--- config.mk ---
export PLATFORM = sky130hd
export DESIGN_NAME = cron_time_field_parser
export DESIGN_NICKNAME = d
export VERILOG_FILES = /design/src/rtl/core/ctfp_pkg.sv /design/src/rtl/core/cron_time_field_parser.sv /design/src/rtl/core/ctfp_front.sv /design/src/rtl/core/ctfp_queue.sv /design/src/rtl/core/ctfp_back.sv
export SDC_FILE = /design/constraint.sdc
export NUM_CORES = 1
export LEC_CHECK = 0
export BUFFER_PORTS_ARGS = -buffer_cell sky130_fd_sc_hd__buf_2
export CAP_MARGIN = 20
export CORE_ASPECT_RATIO = 0.9
export CORE_MARGIN = 10
export CORE_UTILIZATION = 55
export CTS_CLUSTER_SIZE = 10
export DETAILED_ROUTE_END_ITERATION = 10
export GPL_ROUTABILITY_DRIVEN = 0
export PLACE_DENSITY_LB_ADDON = 0.15
export SLEW_MARGIN = 20
export SYNTH_ARGS = -nofsm -noshare
export SYNTH_HDL_FRONTEND = slang
export SYNTH_SLANG_ARGS = --single-unit
--- constraint.sdc ---
create_clock -name clk -period 7.85 [get_ports clk]
set_input_delay 1.57 -clock clk [delete_from_list [all_inputs] [get_ports clk]]
set_output_delay 1.57 -clock clk [all_outputs]
set_load 0.02 [all_outputs]
--- src/rtl/core/ctfp_pkg.sv ---
// ----------------------------------------------------------------------------
// ctfp_pkg
// types, constants and helpers shared by the crontab field parser
// ----------------------------------------------------------------------------
`default_nettype none
package ctfp_pkg;

  localparam int unsigned NumFields = 5;
  localparam int unsigned QDepth    = 2;

  typedef struct packed {
    logic [7:0] text_byte;
    logic       line_start;
  } ctfp_in_t;

  typedef struct packed {
    logic [2:0]  field_index;
    logic [63:0] field_mask;
    logic        status;
  } ctfp_out_t;

  typedef struct packed {
    logic [2:0] field;
    logic [7:0] low;
    logic [7:0] high;
    logic [7:0] step;
    logic       clr;
    logic       fill;
    logic       emit;
    logic       rej;
  } ctfp_cmd_t;

  typedef enum logic [2:0] {
    PH_FIELD, PH_ITEM, PH_LOW, PH_STAR, PH_HIGH, PH_STEP
  } ctfp_phase_t;

  typedef enum logic [1:0] {
    B_IDLE, B_WALK, B_EMIT
  } ctfp_bstate_t;

  function automatic logic [2:0] fidx(input logic [2:0] f);
    return (f < 3'(NumFields)) ? f : 3'(NumFields - 1);
  endfunction

  function automatic logic [7:0] field_min(input logic [2:0] f);
    return (fidx(f) == 3'd3) ? 8'd1 : 8'd0;
  endfunction

  function automatic logic [7:0] field_max(input logic [2:0] f);
    logic [7:0] m;
    unique case (fidx(f))
      3'd0:    m = 8'd59;
      3'd1:    m = 8'd23;
      3'd2:    m = 8'd31;
      3'd3:    m = 8'd12;
      default: m = 8'd7;
    endcase
    return m;
  endfunction

  function automatic logic is_ws(input logic [7:0] c);
    return (c == 8'd32) || (c == 8'd9) || ((c >= 8'd10) && (c <= 8'd13));
  endfunction

  function automatic logic [7:0] add_digit(input logic [7:0] v, input logic [3:0] d);
    logic [11:0] n;
    n = 12'(v) * 12'd10 + 12'(d);
    return (n > 12'd255) ? 8'd255 : n[7:0];
  endfunction

endpackage
`default_nettype wire

--- src/rtl/core/cron_time_field_parser.sv ---
// ----------------------------------------------------------------------------
// cron_time_field_parser
// parses the five time fields of a crontab line into per-field bit masks
// ----------------------------------------------------------------------------
// The classifier takes one text byte per cycle and hands each finished list
// item to a two-entry queue; the mask builder drains it, setting one mask bit
// per cycle. Byte intake stalls only while the queue is full, so long stepped
// ranges such as 0-59 set the sustained rate.
`default_nettype none
module cron_time_field_parser import ctfp_pkg::*; (
  input  wire logic      clk,
  input  wire logic      rst_n,
  input  wire logic      in_valid,
  output logic           in_stall,
  input  wire ctfp_in_t  in_data,
  output logic           out_valid,
  input  wire logic      out_stall,
  output ctfp_out_t      out_data
);

  logic      q_push, q_pop, q_full, q_empty;
  ctfp_cmd_t q_cmd, q_head;

  ctfp_front u_front (
    .clk, .rst_n, .in_valid, .in_stall, .in_data,
    .q_full, .q_push, .q_cmd
  );

  ctfp_queue u_queue (
    .clk, .rst_n, .push(q_push), .push_cmd(q_cmd), .pop(q_pop),
    .full(q_full), .empty(q_empty), .head(q_head)
  );

  ctfp_back u_back (
    .clk, .rst_n, .q_empty, .q_head, .q_pop,
    .out_valid, .out_stall, .out_data
  );

endmodule
`default_nettype wire

--- src/rtl/core/ctfp_front.sv ---
// ----------------------------------------------------------------------------
// ctfp_front
// byte classifier: tracks the field grammar and issues fill and emit commands
// ----------------------------------------------------------------------------
`default_nettype none
module ctfp_front import ctfp_pkg::*; (
  input  wire logic      clk,
  input  wire logic      rst_n,
  input  wire logic      in_valid,
  output logic           in_stall,
  input  wire ctfp_in_t  in_data,
  input  wire logic      q_full,
  output logic           q_push,
  output ctfp_cmd_t      q_cmd
);

  logic [2:0]  field_r, field_nxt;
  ctfp_phase_t phase_r, phase_nxt;
  logic [7:0]  low_r, low_nxt, high_r, high_nxt, step_r, step_nxt;
  logic        ds_r, ds_nxt, locked_r, locked_nxt, pclr_r, pclr_nxt;

  logic       acc;
  logic [7:0] c;
  logic       dig;
  logic [3:0] d;
  logic       fin;

  assign in_stall = q_full;
  assign acc      = in_valid && !q_full;
  assign c        = in_data.text_byte;
  assign dig      = (c >= 8'h30) && (c <= 8'h39);
  assign d        = dig ? 4'(c - 8'h30) : 4'd0;

  always_comb begin
    field_nxt  = field_r;
    phase_nxt  = phase_r;
    low_nxt    = low_r;
    high_nxt   = high_r;
    step_nxt   = step_r;
    ds_nxt     = ds_r;
    locked_nxt = locked_r;
    pclr_nxt   = pclr_r;
    fin        = 1'b0;
    q_push     = 1'b0;
    q_cmd      = '0;
    if (in_data.line_start) begin
      field_nxt  = '0;
      phase_nxt  = PH_FIELD;
      low_nxt    = '0;
      high_nxt   = '0;
      step_nxt   = '0;
      ds_nxt     = 1'b0;
      locked_nxt = 1'b0;
      pclr_nxt   = 1'b1;
    end
    q_cmd.field = field_nxt;
    q_cmd.clr   = pclr_nxt;
    if (!locked_nxt) begin
      unique case (phase_nxt)
        PH_FIELD, PH_ITEM: begin
          if (dig) begin
            low_nxt   = 8'(d);
            ds_nxt    = 1'b1;
            phase_nxt = PH_LOW;
          end else if (c == 8'h2a) begin
            low_nxt   = field_min(field_nxt);
            high_nxt  = field_max(field_nxt);
            phase_nxt = PH_STAR;
          end else if (!(is_ws(c) && phase_nxt == PH_FIELD)) begin
            q_cmd.rej = 1'b1;
          end
        end
        PH_LOW: begin
          if (dig) begin
            low_nxt = add_digit(low_nxt, d);
          end else if (low_nxt < field_min(field_nxt) || low_nxt > field_max(field_nxt)) begin
            q_cmd.rej = 1'b1;
          end else if (c == 8'h2d) begin
            phase_nxt = PH_HIGH;
            high_nxt  = '0;
            ds_nxt    = 1'b0;
          end else if (c == 8'h2f) begin
            high_nxt  = low_nxt;
            phase_nxt = PH_STEP;
            step_nxt  = '0;
            ds_nxt    = 1'b0;
          end else begin
            high_nxt = low_nxt;
            step_nxt = 8'd1;
            fin      = 1'b1;
          end
        end
        PH_STAR: begin
          if (c == 8'h2f) begin
            phase_nxt = PH_STEP;
            step_nxt  = '0;
            ds_nxt    = 1'b0;
          end else begin
            step_nxt = 8'd1;
            fin      = 1'b1;
          end
        end
        PH_HIGH: begin
          if (dig) begin
            high_nxt = add_digit(high_nxt, d);
            ds_nxt   = 1'b1;
          end else if (!ds_nxt || high_nxt < field_min(field_nxt) ||
                       high_nxt > field_max(field_nxt)) begin
            q_cmd.rej = 1'b1;
          end else if (c == 8'h2f) begin
            phase_nxt = PH_STEP;
            step_nxt  = '0;
            ds_nxt    = 1'b0;
          end else begin
            step_nxt = 8'd1;
            fin      = 1'b1;
          end
        end
        PH_STEP: begin
          if (dig) begin
            step_nxt = add_digit(step_nxt, d);
            ds_nxt   = 1'b1;
          end else if (!ds_nxt) begin
            q_cmd.rej = 1'b1;
          end else begin
            if (step_nxt == 8'd0) step_nxt = 8'd1;
            fin = 1'b1;
          end
        end
        default: q_cmd.rej = 1'b1;
      endcase
      if (fin) begin
        if (c != 8'h2c && !is_ws(c)) begin
          q_cmd.rej = 1'b1;
        end else begin
          q_cmd.fill = 1'b1;
          q_cmd.low  = low_nxt;
          q_cmd.high = high_nxt;
          q_cmd.step = step_nxt;
          low_nxt    = '0;
          high_nxt   = '0;
          step_nxt   = '0;
          ds_nxt     = 1'b0;
          if (c == 8'h2c) begin
            phase_nxt = PH_ITEM;
          end else begin
            q_cmd.emit = 1'b1;
            if (field_nxt >= 3'(NumFields - 1)) begin
              locked_nxt = 1'b1;
            end else begin
              field_nxt = field_nxt + 3'd1;
              phase_nxt = PH_FIELD;
            end
          end
        end
      end
      if (q_cmd.rej) begin
        q_cmd.emit = 1'b1;
        q_cmd.fill = 1'b0;
        locked_nxt = 1'b1;
      end
      q_push = acc && (q_cmd.emit || q_cmd.fill);
      if (q_cmd.emit || q_cmd.fill) pclr_nxt = 1'b0;
    end
  end

  always_ff @(posedge clk) begin
    if (!rst_n) begin
      field_r  <= '0;
      phase_r  <= PH_FIELD;
      low_r    <= '0;
      high_r   <= '0;
      step_r   <= '0;
      ds_r     <= 1'b0;
      locked_r <= 1'b1;
      pclr_r   <= 1'b1;
    end else if (acc) begin
      field_r  <= field_nxt;
      phase_r  <= phase_nxt;
      low_r    <= low_nxt;
      high_r   <= high_nxt;
      step_r   <= step_nxt;
      ds_r     <= ds_nxt;
      locked_r <= locked_nxt;
      pclr_r   <= pclr_nxt;
    end
  end

endmodule
`default_nettype wire

--- src/rtl/core/ctfp_queue.sv ---
// ----------------------------------------------------------------------------
// ctfp_queue
// two-entry command queue between the classifier and the mask builder
// ----------------------------------------------------------------------------
`default_nettype none
module ctfp_queue import ctfp_pkg::*; (
  input  wire logic      clk,
  input  wire logic      rst_n,
  input  wire logic      push,
  input  wire ctfp_cmd_t push_cmd,
  input  wire logic      pop,
  output logic           full,
  output logic           empty,
  output ctfp_cmd_t      head
);

  localparam int unsigned PtrW = $clog2(QDepth);

  ctfp_cmd_t         mem_r [QDepth];
  logic [PtrW-1:0]   wp_r, wp_nxt, rp_r, rp_nxt;
  logic [PtrW:0]     cnt_r, cnt_nxt;

  assign full  = (cnt_r == (PtrW+1)'(QDepth));
  assign empty = (cnt_r == '0);
  assign head  = mem_r[rp_r];

  always_comb begin
    wp_nxt  = push ? PtrW'(wp_r + 1'b1) : wp_r;
    rp_nxt  = pop  ? PtrW'(rp_r + 1'b1) : rp_r;
    cnt_nxt = cnt_r + (PtrW+1)'(push) - (PtrW+1)'(pop);
  end

  always_ff @(posedge clk) begin
    if (!rst_n) begin
      wp_r  <= '0;
      rp_r  <= '0;
      cnt_r <= '0;
    end else begin
      wp_r  <= wp_nxt;
      rp_r  <= rp_nxt;
      cnt_r <= cnt_nxt;
    end
  end

  always_ff @(posedge clk) begin
    if (push) mem_r[wp_r] <= push_cmd;
  end

endmodule
`default_nettype wire

--- src/rtl/core/ctfp_back.sv ---
// ----------------------------------------------------------------------------
// ctfp_back
// mask builder: walks each range one value per cycle and emits field results
// ----------------------------------------------------------------------------
`default_nettype none
module ctfp_back import ctfp_pkg::*; (
  input  wire logic      clk,
  input  wire logic      rst_n,
  input  wire logic      q_empty,
  input  wire ctfp_cmd_t q_head,
  output logic           q_pop,
  output logic           out_valid,
  input  wire logic      out_stall,
  output ctfp_out_t      out_data
);

  ctfp_bstate_t st_r, st_nxt;
  logic [63:0]  acc_r, acc_nxt;
  logic [8:0]   v_r, v_nxt;
  logic [7:0]   hi_r, hi_nxt, stp_r, stp_nxt;
  logic [2:0]   fld_r, fld_nxt;
  logic         emit_r, emit_nxt, rej_r, rej_nxt;
  logic         ov_r, ov_nxt;
  ctfp_out_t    od_r, od_nxt;
  logic [5:0]   bidx;

  assign out_valid = ov_r;
  assign out_data  = od_r;
  assign bidx      = (fidx(fld_r) == 3'd4 && v_r == 9'd0) ? 6'd7 : v_r[5:0];

  always_comb begin
    st_nxt   = st_r;
    acc_nxt  = acc_r;
    v_nxt    = v_r;
    hi_nxt   = hi_r;
    stp_nxt  = stp_r;
    fld_nxt  = fld_r;
    emit_nxt = emit_r;
    rej_nxt  = rej_r;
    ov_nxt   = ov_r && out_stall;
    od_nxt   = od_r;
    q_pop    = 1'b0;
    unique case (st_r)
      B_IDLE: begin
        if (!q_empty) begin
          q_pop    = 1'b1;
          if (q_head.clr) acc_nxt = '0;
          v_nxt    = 9'(q_head.low);
          hi_nxt   = q_head.high;
          stp_nxt  = q_head.step;
          fld_nxt  = q_head.field;
          emit_nxt = q_head.emit;
          rej_nxt  = q_head.rej;
          st_nxt   = q_head.fill ? B_WALK : B_EMIT;
        end
      end
      B_WALK: begin
        if (v_r <= 9'(hi_r)) begin
          acc_nxt[bidx] = 1'b1;
          v_nxt = v_r + 9'(stp_r);
        end else begin
          st_nxt = emit_r ? B_EMIT : B_IDLE;
        end
      end
      B_EMIT: begin
        if (!ov_r || !out_stall) begin
          ov_nxt             = 1'b1;
          od_nxt.field_index = fld_r;
          od_nxt.field_mask  = rej_r ? 64'd0 : acc_r;
          od_nxt.status      = rej_r;
          acc_nxt            = '0;
          st_nxt             = B_IDLE;
        end
      end
      default: st_nxt = B_IDLE;
    endcase
  end

  always_ff @(posedge clk) begin
    if (!rst_n) begin
      st_r  <= B_IDLE;
      ov_r  <= 1'b0;
      acc_r <= '0;
    end else begin
      st_r  <= st_nxt;
      ov_r  <= ov_nxt;
      acc_r <= acc_nxt;
    end
  end

  always_ff @(posedge clk) begin
    v_r    <= v_nxt;
    hi_r   <= hi_nxt;
    stp_r  <= stp_nxt;
    fld_r  <= fld_nxt;
    emit_r <= emit_nxt;
    rej_r  <= rej_nxt;
    od_r   <= od_nxt;
  end

endmodule
`default_nettype wire

Yosys cells after proc, flatten, opt, wreduce, memory -nomap -nowiden
Memory sizes are Yosys's and may differ from the RTL's. A register that Yosys moved wholly into a read port is not among the register bits.
Cells that the tools add are included.
- register bits: 202
- bits in latches: 0
- RAM bits: 62
- memory bits (read-only): 0
- input port bits: 13
- word-level logic and storage cells: 262
- memories kept: 1
- add/subtract/negate cells: 10
- multiply operators: 3
- div/mod/pow operators: 0
- magnitude comparators: 17
- eq/ne operators: 24
- shift-type cells: 0
- multiplexer cells: 146
- bitwise gates (word level): 2
- reduce and logical (&&, ||, !) cells: 36
- memory list (name ; depth ; bits a word ; read ports ; clocked after memory_dff ; wr ports ; line ; RTL):
    u_queue.mem_r ; 2 ; 31 ; 1 ; 1 ; 1 ; ctfp_queue.sv:19 ; ctfp_cmd_t mem_r [QDepth];
- operators with widths (kind ; number):
    $mux W8 ; 37
    $mux W64 ; 4
    $pmux W64 S3 ; 1
    $mux W3 ; 25
    $mux W24 ; 3
    $or A64 B64 Y64 ; 1
    $mux W1 ; 53
    $eq A8 B6 Y1 const B ; 5
    $add A12 B4 Y12 ; 3
    $gt A12 B8 Y1 const B ; 3
    $mul A8 B3 Y11 const B ; 3
    $pmux W8 S4 ; 1
    $pmux W6 S4 ; 1
    $pmux W8 S3 ; 1
    $mux W9 ; 2
    $pmux W9 S2 ; 1
    $gt A8 B8 Y1 ; 2
    $lt A8 B8 Y1 ; 2
    $mux W2 ; 8
    $pmux W8 S2 ; 1
    $eq A3 B2 Y1 const B ; 4
    $pmux W3 S4 ; 1
    $add A9 B8 Y9 ; 1
    $eq A3 B3 Y1 const B ; 3
    42 further kinds ; 72

Depth between registers and ports, before layout
Gate-level depths: netlist (run 1).
- depth after elaboration: 23
- depth in mapped cells: 19
- gate-level depth less buffers: 17

Modules after synthesis
From an unflattened synthesis (run 1), not the netlist that was laid out.
- cells, all modules: 1293
- area total of the unflattened synthesis: 13922.1 sq um
- by module, submodules not included (module ; instances ; cells each ; area an instance (sq um) ; seq. area each (sq um)):
    ctfp_back ; 1 ; 463 ; 6387.4 ; 4284.1
    ctfp_front ; 1 ; 713 ; 5064.9 ; 660.6
    ctfp_queue ; 1 ; 117 ; 2469.9 ; 1961.9

Worst setup path before layout (run 1)
No wires, ideal clock.
- path type: input port to flip-flop
- from: input out_stall
- to: register u_back.acc_r[46]
- library setup time: 0.136 ns
- data arrival time: 6.124 ns
- data required time: 7.714 ns
- setup slack: 1.589 ns
- stages on the path: 7
- path buffers: 2
- path through: a21oi_1 > o21bai_1 > a21oi_1 > clkbuf_1 > clkbuf_1 > nand2_1 > o21ai_0
- longest elaborated chain between the ends: 4
- RTL lines (element ; line ; RTL):
    from (decl) ; cron_time_field_parser.sv:17 ; input wire logic out_stall,
    $logic_not A1 Y1 ; ctfp_back.sv:66 ; if (!ov_r || !out_stall) begin
    $logic_or A1 B1 Y1 ; ctfp_back.sv:66 ;
    $ne A2 B1 Y1 (no line) ; n/a ;
    $reduce_and A5 Y1 (no line) ; n/a ;
    to (signal assigned) ; ctfp_back.sv:87 ; acc_r <= acc_nxt;
    to (decl) ; ctfp_back.sv:18 ; logic [63:0] acc_r, acc_nxt;
No other way between the ends.
A chain may end at the register's enable or synchronous reset.

==> results of run 1 <==
==> worst max-delay path: cells and delay by family <==
kind | cells | cell delay [ns]
and+or+nand+nor | 6 | 2.38
adders and majority gates | 1 | 0.33
buffers and inverters | 4 | 1.12
AOI/OAI and AO/OA | 4 | 0.85
==> path summary, 6_finish.rpt <==
path | start | endpoint | slack [ns] | depth (start not counted)
worst max-delay path | in_data[0] | u_queue.mem_r[1][22] | 1.83 | 15
worst min-delay path | u_back.fld_r[0] | u_back.out_data[65] | 0.43 | 0
worst min register to register | u_back.fld_r[0] | u_back.out_data[65] | 0.43 | 0
worst max register to register | u_front.field_r[0] | u_queue.mem_r[1][22] | 3.13 | 14
==> metal layers <==
layer / track usage (%) / vias up / share of wire (%)
met2: 30.5 / 476 / 42
li1: - / 5091 / -
met1: 29.9 / 5127 / 46
met5: 0 / - / 0
met3: 4.88 / 74 / 9.3
met4: 6.13 / 0 / 2.5
==> logic make-up after synthesis <==
group / after synthesis / share of synthesized area, %
buffers and inverters: 106 / 3.08
DFF: 265 / 50.2
AOI/OAI and AO/OA: 342 / 16.1
and+or+nand+nor: 502 / 18.4
adders and majority gates: 63 / 5.94
muxes: 33 / 2.59
xor gates and xnor gates: 58 / 3.69
==> through the flow <==
stage / worst slack [ns] / area (sq um) / power [mW]
after floorplan: 1.59 / 13800 / 2.54
after global placement: 1.67 / 14500 / 2.83
after detailed placement: 1.46 / 14500 / 2.85
after CTS: 2.01 / 15400 / 4.12
after global routing: 1.38 / 15400 / 4.30
final: 1.83 / 15400 / 4.11
==> cell type report <==
type	count	area share, %
clock buffers	56	5.79
inverters	42	1.03
multi-input cells	998	42.1
flip-flops and latches	265	44.9
well taps	336	2.73
repair buffers	97	3.40
==> state kept, by name, summed over array words and instances (netlist names), 2 cells and up, named ones only <==
register         count
u_back.v_r           9
u_queue.mem_r       62
u_front.high_r       8
u_queue.cnt_r        2
u_front.low_r        8
u_back.stp_r         8
u_front.phase_r      3
u_back.acc_r        64
u_front.step_r       8
u_back.hi_r          8
u_back.st_r          2
u_back.fld_r         3
u_front.field_r      3
u_back.out_data     68
==> where the power goes <==
group,internal (mW),switching [mW]
logic,0.326,0.680
clock network,0.751,0.516
registers,1.72,0.121
==> layout by cell type (no fill, tap or decap), types with 15 or more instances in the layout <==
| cell type | Yosys | layout |
|---|---|---|
| sky130_fd_sc_hd__edfxtp_1 | 160 | 160 |
| sky130_fd_sc_hd__nand2_1 | 144 | 144 |
| sky130_fd_sc_hd__o21ai_0 | 121 | 121 |
| sky130_fd_sc_hd__dfxtp_1 | 105 | 105 |
| sky130_fd_sc_hd__nor2_1 | 99 | 99 |
| sky130_fd_sc_hd__nor2b_1 | 100 | 98 |
| sky130_fd_sc_hd__buf_2 | 6 | 82 |
| sky130_fd_sc_hd__a21oi_1 | 61 | 59 |
| sky130_fd_sc_hd__ha_1 | 59 | 59 |
| sky130_fd_sc_hd__inv_1 | 41 | 41 |
| sky130_fd_sc_hd__xnor2_1 | 41 | 41 |
| sky130_fd_sc_hd__clkbuf_16 | 0 | 31 |
| sky130_fd_sc_hd__and2_1 | 30 | 30 |
| sky130_fd_sc_hd__nand3_1 | 24 | 24 |
| sky130_fd_sc_hd__clkbuf_1 | 51 | 23 |
| sky130_fd_sc_hd__mux2_2 | 21 | 21 |
| sky130_fd_sc_hd__nor3_1 | 22 | 20 |
| sky130_fd_sc_hd__a21o_1 | 17 | 17 |
| sky130_fd_sc_hd__xor2_1 | 17 | 17 |
| sky130_fd_sc_hd__and3_1 | 15 | 15 |
| sky130_fd_sc_hd__a31oi_1 | 15 | 15 |
| sky130_fd_sc_hd__buf_4 | 1 | 15 |
==> impl_metrics.tcl, run 1 <==
set metrics [dict create \
    outcome "finished clean" \
    worstPathRequired_ns 8.13 \
    ys_top_cells_by_count "sky130_fd_sc_hd__edfxtp_1 (160), sky130_fd_sc_hd__nand2_1 (144), sky130_fd_sc_hd__o21ai_0 (121), sky130_fd_sc_hd__dfxtp_1 (105), sky130_fd_sc_hd__nor2b_1 (100)" \
    cts.sink_count 265 \
    cp_data_arrival_time_ns 6.30 \
    synth_edf_count 160 \
    dr.first_iter.drc_count 1287 \
    ys_async_sr_fraction_pct 0 \
    endpoint_kind "flop" \
    p_leak_nw 5.81 \
    synth_largest_area_cell "sky130_fd_sc_hd__edfxtp_1" \
    hold-worst-slack_ns 0.429 \
    synth.distinct_cells 87 \
    clkTransAtPathRegs_ns 0.05 \
    area_of_the_multi_input_gates_sq_um 6470 \
    share_of_post_route_cells_with_drive_strength_above_1_pct 12.3 \
    die_h_um 170 \
    pin_count_of_the_biggest_net_entering_global_routing 70 \
    first_global_vias 10100 \
    clock_skew_ns 0.0104 \
    ctsHtreeMaxLevel 1 \
    grt_pass1_wl_um 54600 \
    critPathLaunchType "input port" \
    totalWireLength_um 34100 \
    timing.max_slew.rel_slack_pct 25.5 \
    timing_worst_slew_pin_value_ns 1.11 \
    global_route.usage.total_pct 20.8 \
    dominantRegCellSynth "sky130_fd_sc_hd__edfxtp_1" \
    post-synth-top-count-cell "sky130_fd_sc_hd__edfxtp_1" \
    hold_path.class "reg2reg" \
    drcViolationCount 0 \
    path_max_fanout 67 \
    final_core_utilization_pct 62.9 \
    n_fill_cell 2047 \
    post-cts-setup-buffer-count 0 \
    regArea_sq_um 6910 \
    dp_cells 1738 \
    rsz_0062_raised_after_global_routing "no" \
    yosys.area.top_type_share_pct 34.9 \
    instances_no_fill 1794 \
    dp_hpwl_um 24500 \
    timing_hold_violations_final 0 \
    drt_pass1_iterations 8 \
    worst_ir_drop_vdd_uv 214 \
    count_of_nets_left_with_antenna_violations_after_detail_routing 0 \
    syn_nets 1445 \
    gr-total-overflow 0 \
    wl_per_cell_um 19.0 \
    vias 10800 \
    via_per_inst 6.00 \
    critical_path.slowest_cell "sky130_fd_sc_hd__nand3_1" \
    cts_repair_resize_count 0 \
    tritoncts "done" \
    coreArea_sq_um 24500 \
    insertion_delay_ns 0.54 \
    timing.setup.tns_ns 0 \
    syn_avg_cell_area_sq_um 10.1 \
    timing.critical_path.cells "buf_2 -> buf_4 -> nor2_1 -> nor3_1 -> inv_1 -> ha_1 -> o21a_1 -> o22ai_1 -> a21oi_1 -> nor3_2 -> a31oi_1 -> nand3_1 -> nand3_1 -> inv_1 -> and2_1" \
    n_antenna_cell 0 \
    fmax_mhz 166 \
    io_buffers 82 \
    maxCapViolCount 0 \
    post-route-period-util_pct 76.7 \
    clock_path_buffers 3 \
    number_of_instances_in_the_synthesized_netlist 1369 \
    finalSetupViolCount 0 \
    start_util_pct 56.3 \
    cts.hold.buffers_added 0 \
    design.die.area_sq_um 31800 \
    final_max_slew_viol_count 0 \
    powerDensity_nw_per_um2 267 \
    critPathKind "in2reg" \
    die_x_um 187 \
    ys_ff_latch 265 \
    synth.top_cells.by_area "sky130_fd_sc_hd__edfxtp_1 (35%), sky130_fd_sc_hd__dfxtp_1 (15%), sky130_fd_sc_hd__ha_1 (5.4%)" \
    synth_sequential_area_ratio_pct 50.2 \
    yosys_warnings 0 \
    rows 54 \
    grt_antenna_before_repair 0 \
    synthesis.area_sq_um 13800 \
    areaGrowthSynthToFinish_pct 11.6 \
    cts_made_buffers 30 \
    critical_path.max_stage_delay_ns 0.82 \
    finalWorstPathRequiredPeriod_ns 6.02 \
    cts_root_buf "sky130_fd_sc_hd__clkbuf_16" \
    design.final.nets 1510 \
    ios 83 \
]
Note: power is estimated with default switching activity, not from simulation.
==> inputs of run 2 (changes only) <==
==> constraint.sdc (replaced) <==
create_clock -name clk -period 5.9 [get_ports clk]
set_input_delay 1.18 -clock clk [delete_from_list [all_inputs] [get_ports clk]]
set_output_delay 1.18 -clock clk [all_outputs]
set_load 0.02 [all_outputs]
==> run 2 against run 1 <==
Net effect: clock power increased by 32%; sequential share of layout area decreased by 0.19 points; combinational power increased by 33%; register-to-register slack got worse by 1.4 ns; die area unchanged; critical path depth decreased by 1; final area increased by 0.42%; non-clock buffer count increased by 8; critical path type unchanged; first-iteration DRC count decreased by 23%.
==> impl_metrics.tcl, run 2 (synthesis results as in run 1) <==
set metrics [dict create \
    hold_path_startpoint "u_back.fld_r[1]" \
    cts_root_buf "sky130_fd_sc_hd__clkbuf_16" \
    clkPwrFrac_pct 30.7 \
    cts.sink_count 265 \
    ff_to_ff_end "u_queue.mem_r[0][26]" \
    wl_per_cell_um 19.6 \
    die_x_um 187 \
    p_int_mw 3.71 \
    endpoint_kind "flop" \
    flop_to_flop_setup_slack_ns 1.71 \
    final_max_slew_viol_count 0 \
    design.die.area_sq_um 31800 \
    final_design_area_no_fill_sq_um 15400 \
    critPathLaunchType "input port" \
    tritoncts "done" \
    cts_made_buffers 31 \
    pwr-share-seq_pct 44.8 \
    timing_worst_slew_pin_value_ns 1.10 \
    via_per_inst 5.98 \
    grt_antenna_before_repair 0 \
    hold_path.class "reg2reg" \
    gr-total-overflow 0 \
    io_buffers 82 \
    die_h_um 170 \
    hold_path_end "u_back.out_data[66]" \
    powerDensity_nw_per_um2 355 \
    critPathKind "in2reg" \
    placed_cell_area_sq_um 14500 \
    rsz_0062_raised_after_global_routing "no" \
    timing_hold_violations_final 0 \
    coreArea_sq_um 24500 \
    switching_share_pct 32.3 \
    start_util_pct 56.3 \
    share_of_post_route_cells_with_drive_strength_above_1_pct 13.0 \
    p_leak_nw 5.85 \
    outcome "finished clean" \
    cts.hold.buffers_added 0 \
    combPwrFrac_pct 24.5 \
    n_antenna_cell 0 \
    totalWireLength_um 35300 \
    worstPathRequired_ns 6.17 \
    ios 83 \
    vias 10800 \
    finalSetupViolCount 0 \
    register_to_register_path_depth 13 \
    cp_data_arrival_time_ns 4.97 \
    areaGrowthSynthToFinish_pct 12.1 \
    path_max_fanout 24 \
    pin_count_of_the_biggest_net_entering_global_routing 69 \
    global_route.usage.total_pct 21.2 \
    drcViolationCount 0 \
    post-route-period-util_pct 79.6 \
    clock_skew_ns 0.0159 \
    maxCapViolCount 0 \
    design.final.nets 1519 \
    rows 54 \
    clock_path_buffers 3 \
    hold-path-cell-count 0 \
    timing.max_slew.rel_slack_pct 26.3 \
    fmax_mhz 213 \
    ctsHtreeMaxLevel 1 \
    dp_hpwl_um 25400 \
    clkTransAtPathRegs_ns 0.05 \
    grt_pass1_wl_um 55300 \
    dr.first_iter.drc_count 986 \
    insertion_delay_ns 0.54 \
    most-common-layout-cells "sky130_fd_sc_hd__edfxtp_1 (160), sky130_fd_sc_hd__nand2_1 (144), sky130_fd_sc_hd__o21ai_0 (121)" \
    first_global_vias 10000 \
    post-cts-setup-buffer-count 0 \
    cts_repair_resize_count 0 \
    drt_pass1_iterations 7 \
    most_common_cell_after_layout_fill_and_taps_aside "sky130_fd_sc_hd__edfxtp_1" \
    count_of_nets_left_with_antenna_violations_after_detail_routing 0 \
    finalWorstPathRequiredPeriod_ns 4.69 \
    timing.setup.tns_ns 0 \
    worst_ir_drop_vdd_uv 267 \
    rr_startpoint "u_front.field_r[1]" \
    net-switching-power_mw 1.77 \
    largest_reg_flops 68 \
]
run 2: worst max-delay path, stage by stage:
cell	delay, ns
sky130_fd_sc_hd__buf_2	0.27
sky130_fd_sc_hd__buf_4	0.35
sky130_fd_sc_hd__nor2b_1	0.15
sky130_fd_sc_hd__and2_1	0.18
sky130_fd_sc_hd__ha_1	0.20
sky130_fd_sc_hd__fa_1	0.41
sky130_fd_sc_hd__xor2_1	0.22
sky130_fd_sc_hd__and3_1	0.24
sky130_fd_sc_hd__nand4_1	0.14
sky130_fd_sc_hd__or4_1	0.55
sky130_fd_sc_hd__a211oi_2	0.50
sky130_fd_sc_hd__a221oi_1	0.15
sky130_fd_sc_hd__nor3_1	0.31
sky130_fd_sc_hd__nor2_1	0.09
run 2: worst max path at each step:
stage | start | end | slack, ns | cells after the start
finish | in_data[0] | u_queue.mem_r[0][15] | 1.21 | 14
global route | in_data[0] | u_queue.mem_r[1][15] | 1.03 | 14
CTS | in_data[0] | u_queue.mem_r[1][15] | 1.32 | 14
detailed placement | in_data[0] | u_queue.mem_r[0][16] | 0.76 | 14
global placement | in_data[0] | u_queue.mem_r[0][16] | 0.88 | 14
floorplan | out_stall | u_back.acc_r[46] | 0.03 | 7
run 2: metrics by stage:
stage	utilization (%)	setup WS, ns	instances	hold slack, ns	total power [mW]
CTS	63.1	1.32	1803	0.437	5.49
floorplan	-	0.0292	1369	0.400	3.38
detailed placement	59.4	0.762	1746	0.424	3.80
finish	63.1	1.21	1803	0.430	5.47
global placement	59.4	0.880	1746	0.425	3.77
global route	63.1	1.03	1803	0.448	5.74
run 2: cell type report:
| type | count | area [sq um] |
|---|---|---|
| Timing Repair Buffer | 105 | 583 |
| Inverter | 42 | 158 |
| Sequential cell | 265 | 6910 |
| Clock inverter | 2 | 16.3 |
| Clock buffer | 55 | 876 |
| Fill cell | 2039 | 9020 |
| Multi-Input combinational cell | 998 | 6480 |
| Tap cell | 336 | 420 |
run 2: metal layers:
| layer | track usage, % | up-vias | wire, um |
|---|---|---|---|
| li1 | - | 5114 | - |
| met1 | 30.3 | 5095 | 16000 |
| met2 | 31.3 | 510 | 15200 |
| met3 | 4.82 | 69 | 3310 |
| met4 | 6.65 | 0 | 884 |
| met5 | 0 | - | 0 |
run 2: power groups by stage:
stage	Combinational, mW	Sequential [mW]	Clock, mW
6_report	1.34	2.45	1.68
5_1_grt	1.48	2.47	1.79
2_1_floorplan	0.855	2.53	0
3_5_place_dp	1.32	2.48	0
3_3_place_gp	1.29	2.48	0
4_1_cts	1.34	2.45	1.71
